==> config.mk <==
export PLATFORM = sky130hd
export DESIGN_NAME = morse_code_translator_core
export DESIGN_NICKNAME = d
export VERILOG_FILES = /design/src/hw/rtl/mct_pkg.sv /design/src/hw/rtl/mct_front.sv /design/src/hw/rtl/mct_queue.sv /design/src/hw/rtl/mct_back.sv /design/src/hw/rtl/morse_code_translator_core.sv
export VERILOG_INCLUDE_DIRS = /design/src /design/src/hw/rtl
export SDC_FILE = /design/constraint.sdc
export NUM_CORES = 1
export LEC_CHECK = 0
export BUFFER_PORTS_ARGS = -buffer_cell sky130_fd_sc_hd__buf_4
export CAP_MARGIN = 0
export CORE_UTILIZATION = 50
export DETAILED_ROUTE_END_ITERATION = 8
export GPL_ROUTABILITY_DRIVEN = 0
export GPL_TIMING_DRIVEN = 0
export PLACE_DENSITY_LB_ADDON = 0.2
export SYNTH_ARGS = -nofsm -noshare
export SYNTH_HDL_FRONTEND = slang
export SYNTH_SLANG_ARGS = --single-unit
==> constraint.sdc <==
create_clock -name clk -period 5.55 [get_ports clk]
set_clock_uncertainty 0.1 [all_clocks]
set_input_delay 1.11 -clock clk [delete_from_list [all_inputs] [get_ports clk]]
set_output_delay 1.11 -clock clk [all_outputs]
set_load 0.01 [all_outputs]
==> src/hw/rtl/morse_code_translator_core_defines.svh <==
// ----------------------------------------------------------------------------
// Morse translator assertion macros
// Shared helpers for the concurrent checks in the translator RTL.
// ----------------------------------------------------------------------------
`ifndef MORSE_CODE_TRANSLATOR_CORE_DEFINES_SVH
`define MORSE_CODE_TRANSLATOR_CORE_DEFINES_SVH

// A property that must hold at every clock edge outside reset.
`define MCT_ASSERT(label, prop, msg) \
	label: assert property (@(posedge clk) disable iff (!arst_n) (prop)) else $error(msg);

// A condition in one cycle that implies another in the next cycle.
`define MCT_ASSERT_NEXT(label, pre, post, msg) \
	label: assert property (@(posedge clk) disable iff (!arst_n) (pre) |=> (post)) \
		else $error(msg);

`endif

==> src/hw/rtl/mct_pkg.sv <==
// ----------------------------------------------------------------------------
// Morse translator package
// Payload types, character codes and the ITU code table.
// ----------------------------------------------------------------------------
package mct_pkg;

	localparam int TABLE_SIZE = 36;
	localparam int LETTERS    = 26;
	localparam int JOB_SYMS   = 5;

	localparam logic [7:0] CH_SPACE = 8'd32;
	localparam logic [7:0] CH_DASH  = 8'd45;
	localparam logic [7:0] CH_DOT   = 8'd46;
	localparam logic [7:0] CH_SLASH = 8'd47;
	localparam logic [7:0] CH_QUEST = 8'd63;
	localparam logic [7:0] CH_ZERO  = 8'd48;
	localparam logic [7:0] CH_NINE  = 8'd57;
	localparam logic [7:0] CH_UC_A  = 8'd65;
	localparam logic [7:0] CH_UC_Z  = 8'd90;
	localparam logic [7:0] CH_LC_A  = 8'd97;
	localparam logic [7:0] CH_LC_Z  = 8'd122;
	localparam logic [7:0] CASE_GAP = 8'd32;

	typedef struct packed {
		logic [7:0] in_char;
		logic       end_of_text;
	} mct_in_t;

	typedef struct packed {
		logic [7:0] out_char;
		logic       run_last;
		logic       bad_code;
	} mct_out_t;

	// One unit of work for the back end: a run of symbols, then an optional
	// character, then an optional space.
	typedef struct packed {
		logic [2:0]          len;
		logic [JOB_SYMS-1:0] bits;
		logic                a_en;
		logic [7:0]          a_char;
		logic                a_bad;
		logic                b_en;
	} mct_job_t;

	// Table entry: length in bits 8..6, symbols in bits 5..0, first at bit 0,
	// dash is one.
	function automatic logic [8:0] mct_code(input logic [5:0] idx);
		logic [8:0] e;
		case (idx)
			6'd0:  e = {3'd2, 6'd2};
			6'd1:  e = {3'd4, 6'd1};
			6'd2:  e = {3'd4, 6'd5};
			6'd3:  e = {3'd3, 6'd1};
			6'd4:  e = {3'd1, 6'd0};
			6'd5:  e = {3'd4, 6'd4};
			6'd6:  e = {3'd3, 6'd3};
			6'd7:  e = {3'd4, 6'd0};
			6'd8:  e = {3'd2, 6'd0};
			6'd9:  e = {3'd4, 6'd14};
			6'd10: e = {3'd3, 6'd5};
			6'd11: e = {3'd4, 6'd2};
			6'd12: e = {3'd2, 6'd3};
			6'd13: e = {3'd2, 6'd1};
			6'd14: e = {3'd3, 6'd7};
			6'd15: e = {3'd4, 6'd6};
			6'd16: e = {3'd4, 6'd11};
			6'd17: e = {3'd3, 6'd2};
			6'd18: e = {3'd3, 6'd0};
			6'd19: e = {3'd1, 6'd1};
			6'd20: e = {3'd3, 6'd4};
			6'd21: e = {3'd4, 6'd8};
			6'd22: e = {3'd3, 6'd6};
			6'd23: e = {3'd4, 6'd9};
			6'd24: e = {3'd4, 6'd13};
			6'd25: e = {3'd4, 6'd3};
			6'd26: e = {3'd5, 6'd31};
			6'd27: e = {3'd5, 6'd30};
			6'd28: e = {3'd5, 6'd28};
			6'd29: e = {3'd5, 6'd24};
			6'd30: e = {3'd5, 6'd16};
			6'd31: e = {3'd5, 6'd0};
			6'd32: e = {3'd5, 6'd1};
			6'd33: e = {3'd5, 6'd3};
			6'd34: e = {3'd5, 6'd7};
			6'd35: e = {3'd5, 6'd15};
			default: e = 9'd0;
		endcase
		return e;
	endfunction

	// Character of a table index: letters first, then digits.
	function automatic logic [7:0] mct_index_char(input logic [5:0] idx);
		logic [7:0] ch;
		if (idx < 6'(LETTERS)) begin
			ch = CH_UC_A + 8'(idx);
		end else begin
			ch = CH_ZERO + 8'(idx - 6'(LETTERS));
		end
		return ch;
	endfunction

endpackage

==> src/hw/rtl/mct_front.sv <==
// ----------------------------------------------------------------------------
// Morse translator front end
// Accepts text bytes, holds the direction and the gathered code, and turns
// each byte into a job for the back end.
// ----------------------------------------------------------------------------
module mct_front import mct_pkg::*; #(
	parameter int MAX_SYMBOLS = 6
) (
	input  logic     clk,
	input  logic     arst_n,
	input  logic     cfg_wr_en,
	input  logic     cfg_wr_data,
	input  logic     in_valid,
	output logic     in_ready,
	input  mct_in_t  in_data,
	input  logic     queue_full,
	output logic     job_push,
	output mct_job_t job
);

	localparam int CNT_W = $clog2(MAX_SYMBOLS + 1);
	localparam int IDX_W = $clog2(MAX_SYMBOLS);

	logic                   dir_q;
	logic [MAX_SYMBOLS-1:0] sym_bits_q;
	logic [CNT_W-1:0]       sym_cnt_q;
	logic                   ovf_q;

	logic                   accept;
	logic [7:0]             c;
	logic [7:0]             uc;
	logic                   is_letter, is_digit, do_lookup, match_any;
	logic [5:0]             enc_idx;
	logic [8:0]             enc_entry;
	logic [8:0]             tab_entry;
	logic [7:0]             dec_char;
	logic [MAX_SYMBOLS-1:0] g_bits;
	logic [CNT_W-1:0]       g_cnt;
	logic                   g_ovf;
	logic                   good;

	assign in_ready = !queue_full;
	assign accept   = in_valid && in_ready;
	assign c        = in_data.in_char;

	always_comb begin
		// Symbol gathering for the decode direction.
		g_bits = sym_bits_q;
		g_cnt  = sym_cnt_q;
		g_ovf  = ovf_q;
		if (c == CH_DOT || c == CH_DASH) begin
			if (g_cnt < CNT_W'(MAX_SYMBOLS)) begin
				if (c == CH_DASH) begin
					g_bits[g_cnt[IDX_W-1:0]] = 1'b1;
				end
				g_cnt = g_cnt + CNT_W'(1);
			end else begin
				g_ovf = 1'b1;
			end
		end
		do_lookup = (c == CH_SPACE) || in_data.end_of_text;

		// Codes in the table are unique, so the matches can simply be ORed.
		match_any = 1'b0;
		dec_char  = 8'd0;
		tab_entry = 9'd0;
		for (int i = 0; i < TABLE_SIZE; i++) begin
			tab_entry = mct_code(6'(i));
			if (CNT_W'(tab_entry[8:6]) == g_cnt &&
			    MAX_SYMBOLS'(tab_entry[5:0]) == g_bits) begin
				match_any = 1'b1;
				dec_char  = dec_char | mct_index_char(6'(i));
			end
		end
		good = match_any && !g_ovf;

		// Encode direction classification.
		uc = (c >= CH_LC_A && c <= CH_LC_Z) ? c - CASE_GAP : c;
		is_letter = (uc >= CH_UC_A) && (uc <= CH_UC_Z);
		is_digit  = (uc >= CH_ZERO) && (uc <= CH_NINE);
		enc_idx   = is_letter ? 6'(uc - CH_UC_A) : 6'(uc - CH_ZERO) + 6'(LETTERS);
		enc_entry = mct_code(enc_idx);

		job = '0;
		if (dir_q) begin
			job.a_en   = do_lookup && (g_ovf || g_cnt != '0);
			job.a_char = good ? dec_char : CH_QUEST;
			job.a_bad  = !good;
			job.b_en   = (c == CH_SLASH);
		end else begin
			job.len    = (is_letter || is_digit) ? enc_entry[8:6] : 3'd0;
			job.bits   = enc_entry[JOB_SYMS-1:0];
			job.a_en   = (c == CH_SPACE);
			job.a_char = CH_SLASH;
			job.b_en   = !in_data.end_of_text;
		end
	end

	assign job_push = accept && (job.len != 3'd0 || job.a_en || job.b_en);

	always_ff @(posedge clk or negedge arst_n) begin
		if (!arst_n) begin
			dir_q      <= 1'b0;
			sym_bits_q <= '0;
			sym_cnt_q  <= '0;
			ovf_q      <= 1'b0;
		end else begin
			if (cfg_wr_en) begin
				dir_q <= cfg_wr_data;
			end
			if (accept && dir_q) begin
				if (do_lookup) begin
					sym_bits_q <= '0;
					sym_cnt_q  <= '0;
					ovf_q      <= 1'b0;
				end else begin
					sym_bits_q <= g_bits;
					sym_cnt_q  <= g_cnt;
					ovf_q      <= g_ovf;
				end
			end
		end
	end

endmodule

==> src/hw/rtl/mct_queue.sv <==
// ----------------------------------------------------------------------------
// Morse translator job queue
// Two-entry queue that decouples the front end from the back end.
// ----------------------------------------------------------------------------
`include "morse_code_translator_core_defines.svh"

module mct_queue import mct_pkg::*; (
	input  logic     clk,
	input  logic     arst_n,
	input  logic     push,
	input  mct_job_t push_data,
	output logic     full,
	input  logic     pop,
	output logic     pop_valid,
	output mct_job_t pop_data
);

	mct_job_t   mem_q [2];
	logic       wr_ptr_q;
	logic       rd_ptr_q;
	logic [1:0] cnt_q;

	assign full      = (cnt_q == 2'd2);
	assign pop_valid = (cnt_q != 2'd0);
	assign pop_data  = mem_q[rd_ptr_q];

	always_ff @(posedge clk) begin
		if (push) begin
			mem_q[wr_ptr_q] <= push_data;
		end
	end

	always_ff @(posedge clk or negedge arst_n) begin
		if (!arst_n) begin
			wr_ptr_q <= 1'b0;
			rd_ptr_q <= 1'b0;
			cnt_q    <= 2'd0;
		end else begin
			if (push) begin
				wr_ptr_q <= !wr_ptr_q;
			end
			if (pop) begin
				rd_ptr_q <= !rd_ptr_q;
			end
			cnt_q <= cnt_q + 2'(push) - 2'(pop);
		end
	end

	`MCT_ASSERT(a_no_overfill, !(push && full), "job pushed into a full queue")
	`MCT_ASSERT(a_no_underrun, !(pop && !pop_valid), "job popped from an empty queue")
	`MCT_ASSERT(a_count_range, cnt_q != 2'd3, "queue count out of range")
	`MCT_ASSERT_NEXT(a_fill_step, push && !pop && cnt_q == 2'd0, cnt_q == 2'd1,
		"queue count did not follow a lone push")

endmodule

==> src/hw/rtl/mct_back.sv <==
// ----------------------------------------------------------------------------
// Morse translator back end
// Steps through one job at a time and drives the registered result channel.
// ----------------------------------------------------------------------------
module mct_back import mct_pkg::*; (
	input  logic     clk,
	input  logic     arst_n,
	input  logic     job_valid,
	input  mct_job_t job,
	output logic     job_pop,
	output logic     out_valid,
	input  logic     out_ready,
	output mct_out_t out_data
);

	typedef enum logic [1:0] {PH_SYM, PH_A, PH_B} phase_t;

	phase_t   ph_q;
	logic     busy_q;
	logic [2:0] pos_q;
	mct_job_t job_q;
	logic     out_valid_q;
	mct_out_t out_q;

	logic     slot_free, emit, job_last, take;
	phase_t   start_ph, next_ph;
	mct_out_t cur;

	always_comb begin
		cur      = '0;
		job_last = 1'b0;
		next_ph  = ph_q;
		unique case (ph_q)
			PH_SYM: begin
				cur.out_char = job_q.bits[pos_q] ? CH_DASH : CH_DOT;
				if (pos_q == job_q.len - 3'd1) begin
					job_last = !job_q.a_en && !job_q.b_en;
					next_ph  = job_q.a_en ? PH_A : PH_B;
				end
			end
			PH_A: begin
				cur.out_char = job_q.a_char;
				cur.bad_code = job_q.a_bad;
				job_last     = !job_q.b_en;
				next_ph      = PH_B;
			end
			PH_B: begin
				cur.out_char = CH_SPACE;
				job_last     = 1'b1;
			end
			default: begin
				job_last = 1'b1;
			end
		endcase
		cur.run_last = job_last;

		if (job.len != 3'd0) begin
			start_ph = PH_SYM;
		end else if (job.a_en) begin
			start_ph = PH_A;
		end else begin
			start_ph = PH_B;
		end
	end

	assign slot_free = !out_valid_q || out_ready;
	assign emit      = busy_q && slot_free;
	assign take      = job_valid && (!busy_q || (emit && job_last));
	assign job_pop   = take;
	assign out_valid = out_valid_q;
	assign out_data  = out_q;

	always_ff @(posedge clk or negedge arst_n) begin
		if (!arst_n) begin
			ph_q        <= PH_SYM;
			busy_q      <= 1'b0;
			pos_q       <= 3'd0;
			out_valid_q <= 1'b0;
		end else begin
			if (take) begin
				job_q  <= job;
				busy_q <= 1'b1;
				ph_q   <= start_ph;
				pos_q  <= 3'd0;
			end else if (emit) begin
				if (job_last) begin
					busy_q <= 1'b0;
				end else begin
					ph_q  <= next_ph;
					pos_q <= pos_q + 3'd1;
				end
			end
			if (emit) begin
				out_valid_q <= 1'b1;
				out_q       <= cur;
			end else if (out_ready) begin
				out_valid_q <= 1'b0;
			end
		end
	end

endmodule

==> src/hw/rtl/morse_code_translator_core.sv <==
// ----------------------------------------------------------------------------
// Morse code translator core
// Streaming ITU Morse encoder and decoder with a direction register.
// ----------------------------------------------------------------------------
// The core takes one text byte per transfer on the input channel and gives
// one output byte per transfer on the result channel. With direction at 0 a
// letter or digit becomes its dots and dashes, a space becomes a slash, and a
// separating space follows every byte but the last of the text. With
// direction at 1 dots and dashes gather until a space or the end of the text,
// which yields the decoded character, or a question mark with bad_code set
// when the code is unknown or too long; a slash yields a space. The result
// run_last marks the final output of each input byte. The result stepper in
// the back end gives one result per cycle while the result channel is not
// stalled, and a byte yields up to six results.
// A two-entry job queue and the registered result stage let the input keep
// flowing while results wait. The direction is written through cfg_wr_en and
// cfg_wr_data and should only change while the core is idle; a partly
// gathered code survives a change of direction.
// ----------------------------------------------------------------------------
module morse_code_translator_core import mct_pkg::*; #(
	parameter int MAX_SYMBOLS = 6
) (
	input  logic     clk,
	input  logic     arst_n,
	input  logic     cfg_wr_en,
	input  logic     cfg_wr_data,
	input  logic     in_valid,
	output logic     in_ready,
	input  mct_in_t  in_data,
	output logic     out_valid,
	input  logic     out_ready,
	output mct_out_t out_data
);

	// Jobs between the front end and the queue, and the queue and back end.
	logic     job_push;
	mct_job_t push_job;
	logic     queue_full;
	logic     job_pop;
	logic     job_valid;
	mct_job_t pop_job;

	// The front end classifies each byte and updates the gathered code at the
	// moment of the transfer, so the decoding state never waits on output.
	mct_front #(
		.MAX_SYMBOLS(MAX_SYMBOLS)
	) u_front (
		.clk        (clk),
		.arst_n     (arst_n),
		.cfg_wr_en  (cfg_wr_en),
		.cfg_wr_data(cfg_wr_data),
		.in_valid   (in_valid),
		.in_ready   (in_ready),
		.in_data    (in_data),
		.queue_full (queue_full),
		.job_push   (job_push),
		.job        (push_job)
	);

	mct_queue u_queue (
		.clk      (clk),
		.arst_n   (arst_n),
		.push     (job_push),
		.push_data(push_job),
		.full     (queue_full),
		.pop      (job_pop),
		.pop_valid(job_valid),
		.pop_data (pop_job)
	);

	// The back end emits one result per cycle whenever the output register
	// is free or being drained.
	mct_back u_back (
		.clk      (clk),
		.arst_n   (arst_n),
		.job_valid(job_valid),
		.job      (pop_job),
		.job_pop  (job_pop),
		.out_valid(out_valid),
		.out_ready(out_ready),
		.out_data (out_data)
	);

endmodule

==> results of run 1 <==
==> metrics by stage <==
| stage | instance area, sq um | power [mW] | TNS, ps | hold slack, ps |
|---|---|---|---|---|
| finish | 6300 | 1.98 | 0 | 390 |
| CTS | 6280 | 1.99 | 0 | 391 |
| global placement | 6010 | 1.43 | -28170 | 368 |
| detailed placement | 6010 | 1.45 | -18740 | 378 |
| floorplan | 5660 | 1.29 | 0 | 344 |
| global route | 6300 | 2.10 | 0 | 408 |
==> repair_timing <==
item / CTS / global route
pin swaps: 0 / 0
endpoints found under the setup margin: 36 / 38
setup buffers: 0 / 0
hold buffers: 0 / 0
gates resized for setup: 2 / 3
==> flip-flops by register name, summed over array words and instances (netlist names), 2 cells and up <==
| signal | flops |
|---|---|
| u_queue.mem_q | 36 |
| u_back.job_q | 18 |
| u_back.out_data | 9 |
| u_front.sym_bits_q | 6 |
| u_back.pos_q | 3 |
| u_front.sym_cnt_q | 3 |
| u_back.ph_q | 2 |
| u_queue.cnt_q | 2 |
==> layout by cell type (no fill, tap or decap), types with 7 or more instances in the layout <==
cell | synthesis | layout
clkbuf_1 | 14 | 16
inv_1 | 25 | 25
nand3_1 | 23 | 23
o21ai_0 | 22 | 22
nor2b_1 | 8 | 7
edfxtp_1 | 63 | 63
a21oi_1 | 35 | 35
dfrtp_1 | 22 | 22
xor2_1 | 7 | 7
buf_4 | 3 | 27
o211ai_1 | 7 | 7
buf_2 | 9 | 9
clkbuf_16 | 0 | 9
xnor2_1 | 8 | 7
nand4_1 | 7 | 7
a31oi_1 | 11 | 11
ha_1 | 24 | 24
nor3_1 | 25 | 25
mux2_2 | 19 | 19
nand2_1 | 52 | 52
nor2_1 | 55 | 55
==> critical path: cells and delay by family <==
| family | cells | cell delay [ps] |
|---|---|---|
| AOI/OAI and AO/OA | 6 | 1590 |
| adders and majority gates | 2 | 560 |
| buffers and inverters | 4 | 570 |
| muxes | 1 | 470 |
| and+or+nand+nor | 3 | 920 |
==> worst max path at each step <==
| stage | start | endpoint | slack (ps) | cells after the start |
|---|---|---|---|---|
| finish | in_data[1] | u_queue.mem_q[1][5] | 240 | 16 |
| CTS | in_data[1] | u_queue.mem_q[1][4] | 40 | 16 |
| global placement | in_data[1] | u_queue.mem_q[0][8] | -1060 | 18 |
| floorplan | in_data[1] | u_queue.mem_q[0][0] | 50 | 17 |
| detailed placement | in_data[1] | u_queue.mem_q[0][8] | -550 | 18 |
| global route | in_data[3] | u_queue.mem_q[0][5] | 9 | 18 |
==> report_power, final <==
| part | leakage [nW] | internal [mW] | total (mW) | switching [mW] |
|---|---|---|---|---|
| clock | 0.127 | 0.301 | 0.532 | 0.232 |
| combinational | 1.38 | 0.246 | 0.576 | 0.331 |
| sequential | 0.830 | 0.818 | 0.870 | 0.0517 |
| total | 2.34 | 1.36 | 1.98 | 0.614 |
==> kinds of logic after synthesis <==
group | count (synthesis)
multiplexers | 24
flip-flops | 85
adder cells (fa/ha/maj) | 24
AND/OR/NAND/NOR | 218
AO/OA/AOI/OAI | 157
other | 1
buffers and inverters | 58
XOR/XNOR | 15
==> final cells by class <==
class,instances,area share [%]
multi-input combinational,439,47.4
clock inverter,5,0.477
inverter,27,1.61
buffer,31,2.44
sequential,85,38.8
clock buffer,11,3.69
timing repair buffer,24,2.86
tap,140,2.78
==> routing by layer <==
metal,vias to the layer above,routed length (um),track usage (%)
met5,-,0,0
met4,0,365,9.75
met3,39,1000,4.94
met2,242,5990,37.8
met1,2212,5620,30.2
li1,2266,-,-
==> out/metrics.yaml, run 1 <==
synthesis:
  async_reset_ff_share_pct: 25.9
  synth_top_family_by_area: "compound AO/OA/AOI/OAI gates"
  synth.area.top_cells: "edfxtp_1, dfrtp_1, ha_1"
  synth_area_per_cell_sq_um: 9.72
  synth_top_area_cell: "edfxtp_1"
  ys_types: 86
  synth_adder_area_share_pct: 5.31
  ys_seq_area_share_pct: 43.2
  yosys.area_share.simple_pct: 19.3
  synth_compound_area_share_pct: 20.2
  ys.flop_type: "edfxtp_1"
  muxShareOfSynthArea_pct: 5.11
  yosysMostFrequentCell: "edfxtp_1"
  yosys_register_bits: 85
  synth-xor-area-share_pct: 2.32
  yosys_warnings: 0
  syn_inst: 582
  yosys-top-cells-count: "edfxtp_1, nor2_1, nand2_1"
  syn_nets: 621
  synth_edf_count: 63
  synth_area_sq_um: 5660
  synth.top_cell.area_share_pct: 33.5
power_and_ir_drop:
  power.density_nw_per_um2: 314
  ir_worst_vdd_v: 0.000238
  power_leakage_nw: 2.34
clock_tree:
  cts_tree: "built"
  clkSinkCount: 85
  clk_latency_ps: 340
  path_clk_slew_ps: 60
  clockBufferDepth: 2
  root_buffer: "clkbuf_16"
  cts_max_level: 3
  numCtsBuffers: 9
sta:
  post-route-period-util_pct: 95.7
  fin_ws_ps: 240
  max_freq_mhz: 188
  hold_viol_final: 0
  tightest_slew_ps: 986
  period_minus_slack_ps: 5310
  setup-violations-final: 0
  relSlewSlack_pct: 34.0
  rsz0062_at_grt: "false"
  slew_viol_final: 0
worst_setup_path:
  worstPathMaxFanout: 18
  start_kind: "primary input"
  rr_endpoint: "u_queue.mem_q[0][3]"
  crit_arrival_ps: 5250
  worstSetupPathType: "primary input to register"
  reg2reg_slack_ps: 2020
  cp_slowest_stage_delay_ps: 470
  required_ps: 5490
  cpMaxStageDelayCell: "mux2i_2"
  path_cells: "buf_4 > buf_6 > inv_1 > ha_1 > nor3b_2 > a21o_4 > nor3_4 > mux2i_2 > inv_1 > ha_1 > o221ai_1 > o311ai_0 > a32o_1 > a211o_1 > o311a_4 > and2_2"
  rr_startpoint: "u_front.sym_cnt_q[1]"
  end_kind: "register"
  rr_worst_depth: 10
detailed_routing:
  drtPass1Iterations: 5
  vias: 4759
  viasPerCell: 6.25
  drc: 0
  drtIter0Drc: 535
  drt-total-wl_um: 13000
  antenna_left: 0
  post_drt_wl_per_cell_um: 17.0
worst_hold_path:
  min_from: "u_queue.cnt_q[0]"
  min_path_type: "register to register"
  hold_end: "u_back.busy_q"
  hold_depth: 2
placement:
  io_buffers: 24
  pre_cts_ws_ps: -547
  post-dp-hpwl_um: 9410
  place_inst: 746
floorplan:
  start_util_pct: 51.7
  row_count: 38
  die_w_um: 108
  io_pins: 27
  die_y_um: 108
  die_area_sq_um: 11700
  coreArea_sq_um: 10900
finish:
  fin_cells: 762
  area_delta_synth_final_pct: 11.4
  regArea_sq_um: 2440
  num-nets-final: 656
  multiInputGateArea_sq_um: 2980
  post-route-util_pct: 57.6
  drive_gt1_share_pct: 15.6
  fillerInstances: 980
  diodes: 0
global_routing:
  overflow: 0
  antenna_found_initial: 0
  grt_usage_pct: 23.3
  grt_max_degree: 25
  grt_pass1_vias: 4495
  grt_pass1_wl_um: 21300
status:
  status: "finished, final reports clean"
flow_run:
  cap_violations: 0
Note: power is estimated with default switching activity, not from simulation.
==> run 2: changes to the inputs <==
CORE_UTILIZATION = 45   (was 50)
==> out/metrics.yaml, run 2 (synthesis gave the netlist of run 1 again) <==
status:
  status: "finished, final reports clean"
worst_setup_path:
  crit_path_start: "in_data[1]"
  cpLargestDelayFamily: "compound AO/OA/AOI/OAI gates"
  start_kind: "primary input"
  crit_arrival_ps: 5200  # -50 ps
  cpMaxStageDelayCell: "nor2b_4"
  cp_slowest_stage_delay_ps: 480  # about the same
  end_kind: "register"
  rr_startpoint: "u_front.sym_cnt_q[1]"
  required_ps: 5420  # -70 ps
  worstSetupPathType: "primary input to register"
  worstPathMaxFanout: 18  # unchanged
  critPathBufInv: 4  # unchanged
  path_cells: "buf_4 > buf_6 > inv_1 > ha_1 > nor3b_2 > a21o_4 > nor3_4 > mux2i_4 > ha_1 > inv_1 > a21o_1 > a221oi_1 > nor3_1 > o22ai_1 > a32o_1 > a211o_1 > o311a_4 > nor2b_4"
finish:
  fillerInstances: 1125  # +15%
  post-route-util_pct: 52.7  # -4.9 points
  final_common_cell: "edfxtp_1"
  largest-register: "u_queue.mem_q"
  drive_gt1_share_pct: 16.1  # +0.48 points
  area_delta_synth_final_pct: 12.8
  multiInputGateArea_sq_um: 2990  # +0.29%
  regArea_sq_um: 2440  # unchanged
  num-nets-final: 656  # unchanged
  largest_reg_flops: 36  # unchanged
  diodes: 0  # unchanged
  final_cell_mix: "edfxtp_1, nor2_1, nand2_1, a21oi_1, buf_4"
clock_tree:
  clk_latency_ps: 330  # about the same
  numCtsBuffers: 9  # unchanged
  clkSinkCount: 85  # unchanged
  cts_hold_buf: 0  # unchanged
  clockBufferDepth: 2  # unchanged
  path_clk_slew_ps: 60  # about the same
  cts_max_level: 3  # unchanged
  cts_setup_buffers: 0  # unchanged
  cts_tree: "built"
  cts.repair.resized: 3  # +1
  root_buffer: "clkbuf_16"
flow_run:
  cap_violations: 0  # unchanged
floorplan:
  die_area_sq_um: 13000  # +11%
  row_count: 40  # +5.3%
  start_util_pct: 46.7  # -5.0 points
  die_w_um: 114  # +5.3%
  coreArea_sq_um: 12100  # +11%
  io_pins: 27  # unchanged
  die_y_um: 114  # +5.3%
global_routing:
  grt_pass1_vias: 4304  # -4.2%
  grt_usage_pct: 20.6  # -2.6 points
  grt_max_degree: 25  # unchanged
  grt_pass1_wl_um: 21400  # +0.36%
  antenna_found_initial: 0  # unchanged
  overflow: 0  # unchanged
power_and_ir_drop:
  ir_worst_vdd_v: 0.000169  # -29%
  power_leakage_nw: 2.36  # +0.91%
  power.density_nw_per_um2: 319  # +1.5%
detailed_routing:
  vias: 4767  # +0.17%
  drtPass1Iterations: 5  # unchanged
  drc: 0  # unchanged
  viasPerCell: 6.03  # -3.4%
  drtIter0Drc: 531  # -0.75%
  drt-total-wl_um: 13000  # +0.10%
  antenna_left: 0  # unchanged
  post_drt_wl_per_cell_um: 16.4  # -3.4%
sta:
  hold_viol_final: 0  # unchanged
  worst_hold_slack_ps: 398  # +7.93 ps
  fin_ws_ps: 222  # -17.7 ps
  slew_viol_final: 0  # unchanged
  period_minus_slack_ps: 5330  # +17.7 ps
  max_freq_mhz: 188  # -0.33%
  post-route-period-util_pct: 96.0  # +0.32 points
  rsz0062_at_grt: "false"
  setup-violations-final: 0  # unchanged
  relSlewSlack_pct: 40.7  # +6.8 points
  tightest_slew_ps: 885  # -101 ps
placement:
  pre_cts_ws_ps: -684  # -137 ps
  io_buffers: 24  # unchanged
  post-dp-hpwl_um: 9470  # +0.70%
worst_hold_path:
  min_from: "u_queue.cnt_q[1]"
  min_path_type: "register to register"
==> run 2: cell types whose count changed in the layout (fill, tap and decap cells not counted), sizes merged <==
cell and change:
clkinvlp -1, clkinv -2, inv +5, clkbuf -2
==> run 2: metal layers <==
| metal | wire [um] | vias up | GRT usage [%] |
|---|---|---|---|
| met4 | 168 | 0 | 5.45 |
| met5 | 0 | - | 0 |
| met3 | 825 | 18 | 3.39 |
| met2 | 6050 | 229 | 33.5 |
| li1 | - | 2272 | - |
| met1 | 5950 | 2248 | 28.7 |
==> run 2: worst reg2reg max path: cells and delay by family, from the launching register on <==
kind            cells  cell delay [ps]
flops               1              440
simple gates        4              960
fa+ha+maj           1              310
compound gates      5             1400
==> run 2: metrics by stage <==
step | total power, mW | instance area (sq um) | instances | setup TNS [ps]
2_1_floorplan | 1.29 | 5660 | 582 | 0
3_3_place_gp | 1.44 | 6050 | 774 | -31460
3_5_place_dp | 1.46 | 6050 | 774 | -23070
4_1_cts | 2.05 | 6360 | 790 | 0
5_1_grt | 2.15 | 6380 | 790 | 0
6_report | 2.03 | 6380 | 790 | 0
==> run 2: cell type report <==
type                            instances  area share, %
Tap cell                              168           3.29
Buffer                                 31           2.41
Clock buffer                            9           3.53
Inverter                               27           1.59
Sequential cell                        85           38.3
Clock inverter                          7           1.16
Multi-Input combinational cell        439           46.9
Timing Repair Buffer                   24           2.82
==> run 2: power breakdown <==
| part | internal, mW | total [mW] | switching, mW |
|---|---|---|---|
| registers | 0.817 | 0.868 | 0.0509 |
| logic | 0.245 | 0.580 | 0.335 |
| clock network | 0.319 | 0.586 | 0.267 |
| total | 1.38 | 2.03 | 0.653 |
==> run 2: worst paths after layout <==
| check | end | slack, ps | depth (start not counted) |
|---|---|---|---|
| min in group asynchronous | u_back.out_valid | 560 | 1 |
| worst min register to register | u_queue.cnt_q[1] | 400 | 1 |
| worst max register to register | u_queue.mem_q[1][3] | 2060 | 10 |
| worst min-delay path | u_queue.cnt_q[1] | 400 | 1 |
| worst max-delay path | u_queue.mem_q[0][6] | 220 | 18 |
| max in group asynchronous | u_front.sym_bits_q[2] | 4540 | 1 |
==> run 3: changes to the inputs <==
REMOVE_ABC_BUFFERS = 1   (was default)
==> out/metrics.yaml, run 3 (synthesis gave the netlist of run 1 again) <==
clock_tree:
  numCtsBuffers: 9  # unchanged
  clkSinkCount: 85  # unchanged
  cts_tree: "built"
  cts_hold_buf: 0  # unchanged
  path_clk_slew_ps: 70  # about the same
  root_buffer: "clkbuf_16"
  clockBufferDepth: 2  # unchanged
  cts_max_level: 3  # unchanged
  clk_latency_ps: 340  # about the same
worst_setup_path:
  cpLargestDelayFamily: "compound AO/OA/AOI/OAI gates"
  worstPathMaxFanout: 12  # -6
  required_ps: 5710  # +290 ps
  worstSetupPathType: "primary input to register"
  critPathBufInv: 4  # unchanged
  cp_slowest_stage_delay_ps: 390  # -90 ps
  start_kind: "primary input"
  cpMaxStageDelayCell: "nor3_4"
  path_cells: "buf_4 > inv_1 > ha_1 > nor3b_2 > a21o_4 > nor3_4 > xnor2_2 > inv_1 > ha_1 > inv_1 > a21o_1 > a221oi_1 > nor3_1 > o22ai_1 > a32o_1 > a211o_1 > o311a_4 > ha_1 > xnor2_1 > xnor2_1"
  end_kind: "register"
  crit_arrival_ps: 5290  # +90 ps
floorplan:
  io_pins: 27  # unchanged
  die_y_um: 114  # unchanged
  coreArea_sq_um: 12100  # unchanged
  die_area_sq_um: 13000  # unchanged
  die_w_um: 114  # unchanged
  row_count: 40  # unchanged
  start_util_pct: 46.7  # unchanged
global_routing:
  grt_pass1_wl_um: 20700  # -3.3%
  grt_usage_pct: 19.9  # -0.73 points
  antenna_found_initial: 0  # unchanged
  grt_pass1_vias: 4180  # -2.9%
  grt_max_degree: 25  # unchanged
  overflow: 0  # unchanged
sta:
  slew_viol_final: 0  # unchanged
  setup-violations-final: 0  # unchanged
  fin_ws_ps: 423  # +201 ps
  max_freq_mhz: 195  # +3.9%
  period_minus_slack_ps: 5130  # -201 ps
  hold_viol_final: 0  # unchanged
  tightest_slew_ps: 1240  # +360 ps
  post-route-period-util_pct: 92.4  # -3.6 points
  worst_hold_slack_ps: 395  # -2.20 ps
  relSlewSlack_pct: 16.8  # -24 points
  tns_ps: 0  # unchanged
  rsz0062_at_grt: "false"
finish:
  area_delta_synth_final_pct: 10.6
  final_common_cell: "edfxtp_1"
  layout.cell_area.non_filler_sq_um: 6250  # -2.0%
  diodes: 0  # unchanged
  drive_gt1_share_pct: 14.8  # -1.2 points
  final_cell_mix: "edfxtp_1, nor2_1, nand2_1, a21oi_1"
  num-nets-final: 627  # -4.4%
  largest-register: "u_queue.mem_q"
  largest_reg_flops: 36  # unchanged
detailed_routing:
  vias: 4590  # -3.7%
  post_drt_wl_per_cell_um: 16.4  # about the same
  drt-total-wl_um: 12500  # -3.8%
  viasPerCell: 6.03  # about the same
  antenna_left: 0  # unchanged
  drtIter0Drc: 441  # -17%
  drc: 0  # unchanged
  drtPass1Iterations: 5  # unchanged
placement:
  pre_cts_ws_ps: -597  # +87.5 ps
  post-dp-hpwl_um: 8860  # -6.5%
  io_buffers: 25  # +4.2%
  placed_area_sq_um: 5900  # -2.4%
flow_run:
  cap_violations: 0  # unchanged
power_and_ir_drop:
  power_leakage_nw: 2.29  # -3.0%
  power.density_nw_per_um2: 323  # +1.2%
  power.total_mw: 2.02  # -0.78%
  ir_worst_vdd_v: 0.000193  # +14%
worst_hold_path:
  min_path_type: "register to register"
status:
  status: "finished, final reports clean"
run 3: final cells by class:
type                    count  area [sq um]
clock buffers               9           225
well taps                 168           210
flip-flops and latches     85          2440
inverters                  27           101
fillers                  1125          5860
multi-input cells         439          2990
clock inverters             7          73.8
repair buffers             26           208
run 3: final timing paths:
| path | from | endpoint | slack [ps] | cells past startpoint |
|---|---|---|---|---|
| setup / recovery | in_data[1] | u_queue.cnt_q[1] | 420 | 20 |
| hold / removal | u_queue.cnt_q[0] | u_back.busy_q | 400 | 2 |
| setup reg to reg | u_front.sym_cnt_q[0] | u_queue.mem_q[1][3] | 1610 | 10 |
| hold reg to reg | u_queue.cnt_q[0] | u_back.busy_q | 400 | 2 |
| max in group asynchronous | arst_n | u_front.dir_q | 4530 | 1 |
| min in group asynchronous | arst_n | u_back.out_valid | 570 | 1 |
run 3: metal layers:
metal	vias up	share of wire [%]	track usage (%)
li1	2214	-	-
met1	2160	46	27.5
met2	193	46	32.1
met3	23	6.3	3.55
met4	0	1.9	5.89
met5	-	0	0
run 3: tightest hold or removal path, stage by stage (launching register included):
cell,delay [ps]
dfrtp_1,350
nor2_1,60
nand2_1,60
run 3: what timing repair did:
action,in CTS,in global routing
endpoints found under the setup margin,36,38
pin swaps,0,0
setup buffers,0,1
gates resized for setup,2,5
run 3: per-stage QoR:
stage	util [%]	cells
finish	51.6	761
global route	51.6	761
CTS	51.2	760
detailed placement	48.7	744
global placement	48.7	744
floorplan	-	551
run 3: report_power, final:
group / internal [mW] / switching, mW / leakage [nW]
clock: 0.319 / 0.262 / 0.148
combinational: 0.239 / 0.292 / 1.31
sequential: 0.817 / 0.0893 / 0.830
